$ cat src/hw/rtl/imh_ram.sv
// Generic single-write, single-read memory with registered read data.
module imh_ram #(
	parameter int AW = 8,
	parameter int DW = 8
) (
	input  logic          clk,
	input  logic          we,
	input  logic [AW-1:0] waddr,
	input  logic [DW-1:0] wdata,
	input  logic          re,
	input  logic [AW-1:0] raddr,
	output logic [DW-1:0] rdata
);

	logic [DW-1:0] mem [2**AW];

	always_ff @(posedge clk) begin
		if (we) begin
			mem[waddr] <= wdata;
		end
		if (re) begin
			rdata <= mem[raddr];
		end
	end

endmodule

$ cat config.mk
export PLATFORM = sky130hd
export DESIGN_NAME = imh_ram
export DESIGN_NICKNAME = d
export VERILOG_FILES = /design/src/hw/rtl/imh_ram.sv
export SDC_FILE = /design/constraint.sdc
export NUM_CORES = 2
export LEC_CHECK = 0
export BUFFER_PORTS_ARGS = -buffer_cell sky130_fd_sc_hd__clkbuf_2
export CORE_ASPECT_RATIO = 0.9
export CORE_UTILIZATION = 45
export DETAILED_ROUTE_END_ITERATION = 10
export GPL_ROUTABILITY_DRIVEN = 0
export PLACE_DENSITY_LB_ADDON = 0.15
export SLEW_MARGIN = 10
export SYNTH_ARGS = -nofsm -noshare
export SYNTH_HDL_FRONTEND = slang
export SYNTH_SLANG_ARGS = --single-unit
$ cat constraint.sdc
create_clock -name clk -period 2.5 [get_ports clk]
set_input_delay 0.125 -clock clk [delete_from_list [all_inputs] [get_ports clk]]
set_output_delay 0.125 -clock clk [all_outputs]
set_load 0.005 [all_outputs]
==> impl_metrics.csv <==
group,metric,value,unit
drt,viasPerCell,5.824,
timing,timing.hold.ws,0.1184,ns
floorplanning,num_io_pins,35,
timing,slew_viol_final,0,
synthesis,async_flop_share,0,%
timing,min_period,2.475,ns
hold_path,min_path_cells,3,
synthesis,yosys_warnings,0,
synthesis,yosys-top-cells-count,"edfxtp_1 (2,056), mux4_2 (454), nor2_1 (282), mux2i_1 (134), a22oi_1 (133)",
drt,wl,209.1,mm
drt,dr.pass1.iters,5,
floorplanning,die-area,178700,um2
clock_network,cts_buffers,204,
grt,track_usage,23.58,%
drt,drtIter0Drc,4770,
synthesis,synthesis.nets,3760,
timing,fmax,404.1,MHz
timing,grt_setup_unrepaired,"false",
synthesis,synth-edff-count,2056,
worst_setup_path,r2r-end,"rdata[3]",
grt,antenna_found_initial,4,
synthesis,synth_top_area_share,77.53,%
final_layout,multi_input_area,16650,um2
floorplanning,die_height,401.1,um
timing,fin_skew,0.03386,ns
drt,ant_nets,0,
drt,vias,40950,
timing,finalCritPeriodShare,98.98,%
final_layout,areaGrowthSynthToFinish,19.11,%
synthesis,ys_seq_elements,2056,
clock_network,cts_sinks,2056,
synthesis,post-synth-top-count-cell,"edfxtp_1",
placed_design,io_buffers,34,
synthesis,synth.distinct_cells,54,
pwr,vdd_drop_max,0.5542,mV
synthesis,yosys.area.top_type,"edfxtp_1",
clock_network,cts-root-buf,"clkbuf_16",
final_layout,seq_area,61740,um2
worst_setup_path,worstPathArrival,3.07,ns
job,cap_viol_max_count,0,
pwr,power.internal,56.40,mW
worst_setup_path,reg2reg_slack,0.03,ns
timing,finalHoldViolations,0,
synthesis,synth.area.top_cells,"edfxtp_1 (78%), mux4_2 (13%), mux2i_1 (1.7%)",
grt,gr-total-overflow,0,
drt,post_drt_wl_per_cell,29.74,um
timing,worst_pin_slew,0.9354,ns
clock_network,clk_path_buf_depth,3,
worst_setup_path,endpoint_kind,"register",
synthesis,ys.flop_type,"edfxtp_1",
worst_setup_path,critPathKind,"register to register",
final_layout,final_nets,4519,
floorplanning,core_area,175900,um2
pwr,seqPwrFrac,52.9,%
floorplanning,die_x,445.4,um
hold_path,holdCritStartpoint,"waddr[5]",
hold_path,hold-path-endpoint,"mem[244][2]",
timing,setup_violations,0,
synthesis,synth_area,79640,um2
pwr,netSwitchingFraction,21.64,%
floorplanning,start_util,45.27,%
grt,grt_max_degree,103,
placed_design,hpwl,136.9,mm
worst_setup_path,required,3.10,ns
pwr,p_comb_share,5.8,%
worst_setup_path,start_kind,"register",
floorplanning,core.rowCount,146,
clock_network,clk_latency,0.84,ns
final_layout,final.fill_count,13510,
clock_network,clk_pin_slew,0.06,ns
pwr,powerDensity,758.8,nW/um2
synthesis,synth.avg_cell_area,21.33,um2
grt,grt_pass1_wl,300.9,mm
final_layout,layout-drive-gt1-share,33.30,%
final_layout,final_util,53.92,%
clock_network,cts_tree,"done",
worst_setup_path,reg2reg_from,"mem[24][3]",
clock_network,post_cts_buffers,0,
drt,drcViolationCount,0,
worst_setup_path,reg2reg_depth,9,
worst_setup_path,critPathMaxFanout,1,
timing,max-slew-margin-rel,37.41,%
clock_network,htree_levels,4,
pwr,pwr-share-clk,41.3,%
grt,grt_pass1_vias,41060,
hold_path,hold_class,"input port to register",
pwr,switching_power,15.57,mW
synthesis,synth_cells,3733,
synthesis,ys_seq_area_share,77.53,%
run_status,status,"finished clean",
pwr,p_leak,30.80,nW
-- stage by stage --
step / instances / cell area (um2) / total power, mW / setup slack [ns] / TNS, ns
CTS: 7025 / 94810 / 72.56 / 0.006793 / 0
detailed placement: 6639 / 88080 / 42.92 / -0.8146 / -5.466
floorplan: 3733 / 79640 / 40.62 / 0.2989 / 0
finish: 7031 / 94850 / 71.98 / 0.02545 / 0
global route: 7027 / 94840 / 73.98 / 0.001761 / 0
global placement: 6639 / 88080 / 42.88 / -0.8355 / -5.603
-- layout by cell type (no fill, tap or decap), drive strengths merged, types with 5 or more instances in the layout --
cell / count
edfxtp: 2056
buf: 749
mux4: 456
nor2: 282
clkbuf: 266
mux2i: 134
a22oi: 133
clkinv: 103
a21oi: 96
o221ai: 47
nand3: 34
nand2: 33
nor2b: 31
o22ai: 28
nor4: 27
nor3: 22
a211oi: 16
bufinv: 15
dlygate4sd3: 15
a221oi: 14
o21ai: 12
nand4: 10
o211ai: 10
nand2b: 8
a22o: 8
inv: 8
diode: 6
and2: 6
o22a: 5
o32ai: 5
a2111oi: 5
-- layout make-up --
cell class	instances	share of cell area [%]
clock inverters	127	1.232
clock buffers	244	5.585
flip-flops and latches	2056	65.09
multi-input cells	1442	17.55
diodes	6	0.01583
well taps	2368	3.124
repair buffers	786	7.393
inverters	2	0.007915
-- flip-flops by register name (all words and copies together) (netlist names) --
name   flops
rdata      8
mem     2048
-- per-layer routing --
layer / vias to the layer above / global-route usage (%) / wire, um
met5: - / 0 / 0
met4: 0 / 6.246 / 4801
met3: 299 / 4.257 / 15710
met2: 1531 / 36.06 / 98360
met1: 21870 / 35.09 / 90200
li1: 17250 / - / -
-- worst max-delay path: stages, from the launching register on --
cell and delay (ns):
edfxtp_1 0.37, mux4_2 0.45, a22o_1 0.26, a221oi_2 0.23, buf_4 0.18, o221ai_1 0.11
buf_4 0.17, a211oi_4 0.22, buf_4 0.18, nor4_1 0.04
-- power by group through the flow --
| stage | combinational [mW] | sequential [mW] | clock [mW] |
|---|---|---|---|
| 3_3_place_gp | 4.10 | 38.8 | 0 |
| 3_5_place_dp | 4.13 | 38.8 | 0 |
| 6_report | 4.16 | 38.0 | 29.8 |
| 5_1_grt | 4.39 | 38.0 | 31.6 |
| 4_1_cts | 4.19 | 38.0 | 30.3 |
| 2_1_floorplan | 1.85 | 38.8 | 0 |
-- worst max path at each step --
stage           startpoint        to  depth (start not counted)
2_1_floorplan     raddr[0]  rdata[2]                          9
3_3_place_gp      raddr[5]  rdata[6]                          7
3_5_place_dp      raddr[5]  rdata[6]                          7
4_1_cts         mem[27][5]  rdata[5]                          8
5_1_grt        mem[219][2]  rdata[2]                          5
6_report        mem[24][3]  rdata[3]                          9
-- logic make-up (layout without fill, tap and decap cells) --
kind of cell | Yosys count | in the layout | synth area share [%]
other | 0 | 6 | 0
multiplexers | 591 | 591 | 14.60
buffers and inverters | 235 | 1159 | 1.829
AND/OR/NAND/NOR | 466 | 466 | 2.625
flip-flops | 2056 | 2056 | 77.53
AO/OA/AOI/OAI | 385 | 385 | 3.416
-- repair_timing --
action / 4_1_cts / 5_1_grt
setup endpoints to repair: 6 / 5
resized for setup: 19 / 7
pin swaps: 3 / 6
cloned: 0 / 0
hold buffers: 15 / 0
endpoints found under the hold margin: 999 / 0
No activity file was read; power rests on OpenSTA's default activity.
