[config.mk]
export PLATFORM = sky130hd
export DESIGN_NAME = imh_cell
export DESIGN_NICKNAME = d
export VERILOG_FILES = /design/src/hw/rtl/imh_pkg.sv /design/src/hw/rtl/imh_cell.sv
export SDC_FILE = /design/constraint.sdc
export NUM_CORES = 1
export LEC_CHECK = 0
export BUFFER_PORTS_ARGS = -buffer_cell sky130_fd_sc_hd__buf_2
export CAP_MARGIN = 15
export CORE_AREA = 2 2 78 80
export CTS_CLUSTER_SIZE = 25
export DETAILED_ROUTE_END_ITERATION = 7
export DIE_AREA = 0 0 80 82
export PLACE_DENSITY = 0.75
export SETUP_SLACK_MARGIN = 0.5
export SYNTH_ARGS = -nofsm -noshare
export SYNTH_HDL_FRONTEND = slang
export SYNTH_SLANG_ARGS = --single-unit
[constraint.sdc]
create_clock -name clk -period 2.2 [get_ports clk]
set_input_delay 0.44 -clock clk [delete_from_list [all_inputs] [get_ports clk]]
set_output_delay 0.44 -clock clk [all_outputs]
set_load 0.005 [all_outputs]
[src/hw/rtl/imh_pkg.sv]
// Shared types, constants and codes for the indexed min-heap.
package imh_pkg;

	localparam int MAX_VERTICES = 256;
	localparam int VTX_W = 8;
	localparam int WGT_W = 32;
	localparam int CNT_W = $clog2(MAX_VERTICES + 1);
	localparam int NODE_W = CNT_W;
	localparam int POS_W = $clog2(MAX_VERTICES);
	localparam int LEVELS = NODE_W;
	localparam int LVL_W = $clog2(LEVELS);

	localparam logic [1:0] OP_INSERT = 2'd0;
	localparam logic [1:0] OP_LOWER = 2'd1;

	localparam logic [2:0] ST_OK = 3'd0;
	localparam logic [2:0] ST_FULL = 3'd1;
	localparam logic [2:0] ST_DUP = 3'd2;
	localparam logic [2:0] ST_ABSENT = 3'd3;
	localparam logic [2:0] ST_EMPTY = 3'd4;

	typedef struct packed {
		logic [VTX_W-1:0] vtx;
		logic signed [WGT_W-1:0] wgt;
	} entry_t;

	// One heap access per cycle: a read and a write, both by 1-based node number.
	typedef struct packed {
		logic rd_en;
		logic [NODE_W-1:0] rd_node;
		logic wr_en;
		logic [NODE_W-1:0] wr_node;
		entry_t wr_data;
	} heap_req_t;

endpackage

[src/hw/rtl/imh_cell.sv]
// One heap level: decodes node numbers for its level and forwards read data down the chain.
module imh_cell import imh_pkg::*; (
	input  logic             clk,
	input  logic             arst_n,
	input  logic [LVL_W-1:0] lvl,
	input  heap_req_t        req,
	output logic             rd_en,
	output logic [POS_W-1:0] rd_addr,
	output logic             wr_en,
	output logic [POS_W-1:0] wr_addr,
	input  entry_t           ram_rdata,
	input  entry_t           chain_in,
	output entry_t           chain_out
);

	logic rd_hit;
	logic wr_hit;
	logic hit_q;
	logic [NODE_W-1:0] lead;

	// A node belongs to level k when its top set bit is bit k.
	assign lead = NODE_W'(1) << lvl;
	assign rd_hit = (req.rd_node >> lvl) == NODE_W'(1);
	assign wr_hit = (req.wr_node >> lvl) == NODE_W'(1);
	assign rd_en = req.rd_en && rd_hit;
	assign wr_en = req.wr_en && wr_hit;
	assign rd_addr = POS_W'(req.rd_node ^ lead);
	assign wr_addr = POS_W'(req.wr_node ^ lead);

	always_ff @(posedge clk or negedge arst_n) begin
		if (!arst_n) begin
			hit_q <= 1'b0;
		end else begin
			hit_q <= rd_en;
		end
	end

	assign chain_out = hit_q ? ram_rdata : chain_in;

endmodule

==> results.cfg, run 1 <==
[power]
powerDensity_mw_per_mm2 = 176
power_uw = 402
leakagePower_uw = 0.00115
ir_drop_mv = 0.103

[outcome]
violations = negative setup slack
status = finished, violations left

[floorplan]
start_util = 0.177
pin_count = 204
die_area_sq_mm = 0.00656
die_y_um = 82
fp.coreArea_sq_mm = 0.00575
die_x_um = 80
rows = 28

[place]
io_buffers = 163
place.gp.congestion = 0.864
hpwlAfterDp_mm = 4.10
dp_cells = 360

[setup_path]
critPathKind = primary input to primary output
cpLargestDelayFamily = simple AND/OR/NAND/NOR gates
cp_max_fo = 2
cp.arrival_ps = 1780
crit_slowest_cell = or4b_4
crit_path_cell_trace = buf_6, or4b_4, a2111oi_4, a2111oi_2, nor3_1, buf_2
worst-path-stages = 6
path_buf_inv = 2
cp-start-kind = primary input
slowest_delay_ps = 540
required_ps = 1760
endpoint_kind = primary output

[timing]
setup_slack_ps = -18.3
setup_viol = 1
setup_tns_ps = -18.3
fmax_mhz = 451
hold_viol_final = 0
grt_setup_unrepaired = yes
drv_slew = 0
period_minus_slack_ps = 2220
final.period_utilization = 1.01
tightest_slew_ps = 392
relSlewSlack = 0.737

[synth]
synth.top_cell.area_share = 0.464
synth_area_leaders = mux2_2 (46%), xor2_1 (10%), mux4_2 (4.4%), a2111oi_0 (3.4%), xnor2_1 (3.4%)
yosys_most_used_dff = dfrtp_1
synth_area_sq_mm = 0.00102
synth.avg_cell_area_sq_um = 8.57
ys_seq_area_frac = 0.0245
ys_ff_latch = 1
async_flop_share = 1.00
synth_cell_types = 30
ys_warn_count = 0
synth_top_cell_by_area = mux2_2
synth-edff-count = 0
synth_cells = 119
synth_nets = 265

[cells_and_area]
mostFrequentLayoutCells = buf_2 (159), mux2_2 (42), buf_4 (14)
final_layout_size_suffix_gt1_frac = 0.840
reg.largest.list = hit_q: 1 flops
instances_no_fill = 368
final_common_cell = buf_2
largest_reg_flops = 1
num-nets-final = 441
regMostFlops = hit_q
syn2layout_area_growth_pct = 123
diodes = 0

[global_route]
overflow = 0
grt_start_max_net_pins = 41
antenna_found_initial = 0
grt_pass1_vias = 1563
grtUsageTotal = 0.130
grt_pass1_wl_mm = 6.96

[routing]
drc_errors = 0
drtIter0Drc = 23
vias = 1627
vias_per_cell = 4.42
ant_nets = 0
first_pass_iters = 4
wl_mm = 4.93
wl_per_cell_um = 13.4

[job]
cap_violations = 0

[clock_network]
clk_pin_slew_ps = 0
cts_hold_buf = 0

[hold_path]
min_path_type = primary input to async pin
==> report_power, final <==
part	internal [uW]	total, uW	switching (uW)
clock	0	0	0
sequential	19.1	19.5	0.309
combinational	224	383	158
==> layout make-up <==
cell class / count / area [sq um]
flip-flops and latches: 1 / 25.0
multi-input cells: 105 / 1100
well taps: 75 / 93.8
inverters: 5 / 18.8
fillers: 579 / 3470
repair buffers: 182 / 1040
==> Yosys cell counts, types with 3 or more instances <==
master	instances
a2111oi_0	4
buf_1	3
clkbuf_1	4
inv_1	5
mux2_2	42
nand2_1	7
nand2b_1	3
nor2_1	5
nor3_1	5
xnor2_1	4
xor2_1	12
==> layer usage <==
| metal | part of all wire | global-route usage |
|---|---|---|
| met1 | 0.36 | 0.144 |
| met2 | 0.57 | 0.282 |
| met3 | 0.065 | 0.00549 |
| met4 | 0.0024 | 0.00339 |
| met5 | 0 | 0 |
==> timing repair <==
| action | in CTS | in global routing |
|---|---|---|
| pin swaps | 18 | 8 |
| endpoints found under the setup margin | 19 | 19 |
| buffers inserted | 6 | 2 |
| resized for setup | 24 | 9 |
==> per-stage QoR <==
step,utilization,hold WS (ps),area (sq um),setup slack [ps]
after floorplan,-,144,1080,120
after global placement,0.358,215,2060,-71.2
after detailed placement,0.358,216,2060,-72.1
after CTS,0.385,216,2210,-21.0
after global routing,0.397,224,2280,-83.7
final,0.397,216,2280,-18.3
==> worst max path at each step <==
stage / from / endpoint / slack (ps)
final: req[43] / wr_en / -20
after global routing: req[43] / wr_en / -80
after CTS: req[43] / wr_en / -20
after detailed placement: req[41] / wr_en / -70
after global placement: req[41] / wr_en / -70
after floorplan: lvl[1] / wr_en / 120
==> kinds of logic (layout without fill, tap and decap cells) <==
family / after synthesis / after routing / share of synthesized area
buf+inv: 13 / 187 / 0.0552
flops: 1 / 1 / 0.0245
simple gates: 29 / 29 / 0.148
mux: 45 / 45 / 0.518
xor+xnor: 16 / 16 / 0.137
compound gates: 15 / 15 / 0.117
Power figures use the tool's default switching activity.
==> run 2, diff against run 1 <==
--- a/config.mk
+++ b/config.mk
@@ -7,11 +7,11 @@
 export LEC_CHECK = 0
 export BUFFER_PORTS_ARGS = -buffer_cell sky130_fd_sc_hd__buf_2
 export CAP_MARGIN = 15
-export CORE_AREA = 2 2 78 80
+export CORE_AREA = 2 2 79 81
 export CTS_CLUSTER_SIZE = 25
 export DETAILED_ROUTE_END_ITERATION = 7
-export DIE_AREA = 0 0 80 82
-export PLACE_DENSITY = 0.75
+export DIE_AREA = 0 0 81 83
+export PLACE_DENSITY = 0.71
 export SETUP_SLACK_MARGIN = 0.5
 export SYNTH_ARGS = -nofsm -noshare
 export SYNTH_HDL_FRONTEND = slang
==> constraint.sdc (replaced) <==
create_clock -name clk -period 2.8 [get_ports clk]
set_input_delay 0.56 -clock clk [delete_from_list [all_inputs] [get_ports clk]]
set_output_delay 0.56 -clock clk [all_outputs]
set_load 0.005 [all_outputs]
==> run 2 against run 1 <==
Against the previous run:
- the run now ends clean
- worst hold slack better by 120 ps
- cell count is 3.0% lower
- global-route usage is 0.87 points lower
- flip-flop and latch count stayed put
- critical path depth stayed put
- via count is 3.8% lower
- sequential share of layout area is 0.12 points higher
- critical endpoint unchanged
==> results.cfg, run 2 (synthesis results as in run 1) <==
[outcome]
status = completed

[cells_and_area]
largest_reg_flops = 1
final_layout_size_suffix_gt1_frac = 0.791
syn2layout_area_growth_pct = 102
regMostFlops = hit_q
num-nets-final = 430
fin_util = 0.354
mostFrequentLayoutCells = buf_2 (158), mux2_2 (42), xor2_1 (12)
diodes = 0
final_common_cell = buf_2
reg.largest.list = hit_q: 1 flops

[setup_path]
endpoint_kind = primary output
crit_start = req[43]
required_ps = 2240
critPathKind = primary input to primary output
cp-start-kind = primary input
endpoint = wr_en
cp_max_fo = 2
cp.arrival_ps = 1950

[routing]
vias_per_cell = 4.38
first_pass_iters = 4
drtIter0Drc = 47
vias = 1565
wl_mm = 4.68
wl_per_cell_um = 13.1
drc_errors = 0
ant_nets = 0

[floorplan]
rows = 28
die_x_um = 81
die_area_sq_mm = 0.00672
die_y_um = 83
start_util = 0.175
pin_count = 204
fp.coreArea_sq_mm = 0.00582

[global_route]
grt_pass1_vias = 1451
grt_start_max_net_pins = 39
overflow = 0
grt_pass1_wl_mm = 6.73
antenna_found_initial = 0
grtUsageTotal = 0.121

[timing]
setup_viol = 0
grt_setup_unrepaired = yes
final.period_utilization = 0.896
setup_tns_ps = 0
hold_viol_final = 0
relSlewSlack = 0.626
period_minus_slack_ps = 2510
drv_slew = 0
hold_ws_ps = 336
fmax_mhz = 399
tightest_slew_ps = 555

[place]
place.gp.congestion = 0.836
io_buffers = 163
hpwlAfterDp_mm = 3.95

[clock_network]
clk_pin_slew_ps = 0
cts_hold_buf = 0

[power]
powerDensity_mw_per_mm2 = 136
leakagePower_uw = 0.00105
ir_drop_mv = 0.0731
power_uw = 281

[hold_path]
min_path_type = primary input to async pin

[job]
cap_violations = 0
## run 2: worst min-delay path by stage
| stage | to | from | slack, ps | cells after the start |
|---|---|---|---|---|
| 3_3_place_gp | hit_q | arst_n | 340 | 1 |
| 5_1_grt | hit_q | arst_n | 340 | 1 |
| 6_report | hit_q | arst_n | 340 | 1 |
| 4_1_cts | hit_q | arst_n | 340 | 1 |
| 2_1_floorplan | hit_q | arst_n | 260 | 0 |
| 3_5_place_dp | hit_q | arst_n | 340 | 1 |
## run 2: cell type report
type / count / area [sq um]
Fill cell: 624 / 3750
Multi-Input combinational cell: 105 / 1010
Timing Repair Buffer: 171 / 915
Tap cell: 75 / 93.8
Sequential cell: 1 / 25.0
Inverter: 5 / 18.8
## run 2: metal layers
metal  share of wire  track usage
met1            0.40        0.151
met2            0.53        0.233
met3           0.057      0.00435
met4          0.0092       0.0108
met5               0            0
## run 2: through the flow
| step | instances | setup WS (ps) | cell area, sq um |
|---|---|---|---|
| 2_1_floorplan | 119 | 480 | 1060 |
| 3_3_place_gp | 353 | 152 | 1950 |
| 3_5_place_dp | 353 | 160 | 1950 |
| 4_1_cts | 356 | 321 | 2040 |
| 5_1_grt | 357 | 263 | 2060 |
| 6_report | 357 | 292 | 2060 |
## run 2: critical path: stages
cell and delay, ps:
buf_8 90, or4b_4 540, a2111oi_4 390, a2111oi_2 60
nor3_1 160, buf_2 140
## run 2: repair_timing
item / in CTS / in global routing
gates cloned: 0 / 0
setup endpoints to repair: 4 / 7
gates resized for setup: 17 / 2
pin swaps: 9 / 5
buffers inserted: 3 / 1
## run 2: where the power goes
part,internal [uW],switching [uW]
Clock,0,0
Combinational,156,110
Sequential,15.0,0.286
Total,171,110
==> run 3, diff against run 2 <==
--- a/config.mk
+++ b/config.mk
@@ -11,7 +11,7 @@
 export CTS_CLUSTER_SIZE = 25
 export DETAILED_ROUTE_END_ITERATION = 7
 export DIE_AREA = 0 0 81 83
-export PLACE_DENSITY = 0.71
+export PLACE_DENSITY = 0.7
 export SETUP_SLACK_MARGIN = 0.5
 export SYNTH_ARGS = -nofsm -noshare
 export SYNTH_HDL_FRONTEND = slang
==> run 3 against run 2 <==
Against the previous run:
- wire length rose by 0.13%
- critical path depth is the same
- fmax is 2.0% higher
- cell count decreased by 0.28%
- largest power group unchanged
- highest routed layer unchanged
==> results.cfg, run 3 (synthesis results as in run 1) <==
[global_route]
grt_pass1_vias = 1428
grt_pass1_wl_mm = 6.75
grt_start_max_net_pins = 41
antenna_found_initial = 0
overflow = 0
grtUsageTotal = 0.122

[setup_path]
endpoint_kind = primary output
cp.arrival_ps = 1900
required_ps = 2240
cp_max_fo = 5
critPathKind = primary input to primary output
cp-start-kind = primary input

[floorplan]
pin_count = 204
start_util = 0.175
die_x_um = 81
rows = 28
die_area_sq_mm = 0.00672
fp.coreArea_sq_mm = 0.00582
die_y_um = 83

[routing]
wl_per_cell_um = 13.2
drtIter0Drc = 37
vias = 1552
vias_per_cell = 4.36
first_pass_iters = 4
drc_errors = 0
wl_mm = 4.68
ant_nets = 0

[place]
hpwlAfterDp_mm = 4.09
io_buffers = 163
place.gp.congestion = 0.811

[timing]
drv_slew = 0
relSlewSlack = 0.622
tightest_slew_ps = 562
period_minus_slack_ps = 2460
hold_ws_ps = 340
final.period_utilization = 0.878
grt_setup_unrepaired = yes
setup_viol = 0
setup_tns_ps = 0
fmax_mhz = 407
hold_viol_final = 0

[cells_and_area]
reg.largest.list = hit_q: 1 flops
diodes = 0
largest_reg_flops = 1
syn2layout_area_growth_pct = 102
mostFrequentLayoutCells = buf_2 (160), mux2_2 (42), xor2_1 (12)
final_layout_size_suffix_gt1_frac = 0.797
num-nets-final = 429
regMostFlops = hit_q
final_common_cell = buf_2

[power]
ir_drop_mv = 0.0651
powerDensity_mw_per_mm2 = 137
leakagePower_uw = 0.00105

[clock_network]
cts_hold_buf = 0
clk_pin_slew_ps = 0

[outcome]
status = completed

[hold_path]
min_path_type = primary input to async pin

[job]
cap_violations = 0
-- run 3: changes by cell type in the layout (fill, tap and decap cells not counted), sizes merged --
cell	delta
buf	-1
-- run 3: timing repair --
item                                    in CTS  in global routing
gates resized for setup                     11                 10
setup buffers                                0                  1
endpoints found under the setup margin       4                  6
endpoints found under the hold margin        0                  0
pin swaps                                    5                  7
-- run 3: power breakdown --
| group | leakage, uW | total (uW) | internal, uW | switching, uW |
|---|---|---|---|---|
| logic | 0.00104 | 267 | 156 | 111 |
| registers | 0.0000139 | 15.1 | 15.0 | 0.0667 |
| clock network | 0 | 0 | 0 | 0 |
-- run 3: critical path, cell delays in order --
cell and delay (ps):
buf_8 100, or4b_4 540, a2111oi_4 320, a2111oi_2 80
nor3_1 150, buf_2 140
-- run 3: worst max-delay path by stage --
stage	slack [ps]	endpoint	cells past startpoint	start
6_report	340	wr_en	6	lvl[1]
5_1_grt	260	wr_en	6	lvl[1]
4_1_cts	290	wr_en	6	lvl[1]
3_5_place_dp	160	rd_en	6	lvl[1]
3_3_place_gp	160	rd_en	6	lvl[1]
2_1_floorplan	480	wr_en	5	lvl[1]
-- run 3: layer usage --
metal,part of all wire,GRT usage,vias to the layer above
met3,0.061,0.00543,2
met5,0,0,-
met2,0.53,0.232,68
met4,0.0030,0.00770,0
li1,-,-,773
met1,0.41,0.154,709
-- run 3: through the flow --
| step | utilization | area [sq um] | std cells | setup slack [ps] | power (uW) |
|---|---|---|---|---|---|
| 5_1_grt | 0.353 | 2060 | 356 | 256 | 306 |
| 3_5_place_dp | 0.339 | 1970 | 355 | 157 | 268 |
| 4_1_cts | 0.347 | 2020 | 355 | 289 | 277 |
| 6_report | 0.353 | 2060 | 356 | 341 | 282 |
| 2_1_floorplan | - | 1060 | 119 | 480 | 120 |
| 3_3_place_gp | 0.339 | 1970 | 355 | 160 | 262 |
-- run 3: layout make-up --
cell class,count,area (sq um)
Fill cell,632,3760
Sequential cell,1,25.0
Timing Repair Buffer,170,898
Tap cell,75,93.8
Multi-Input combinational cell,105,1020
Inverter,5,18.8
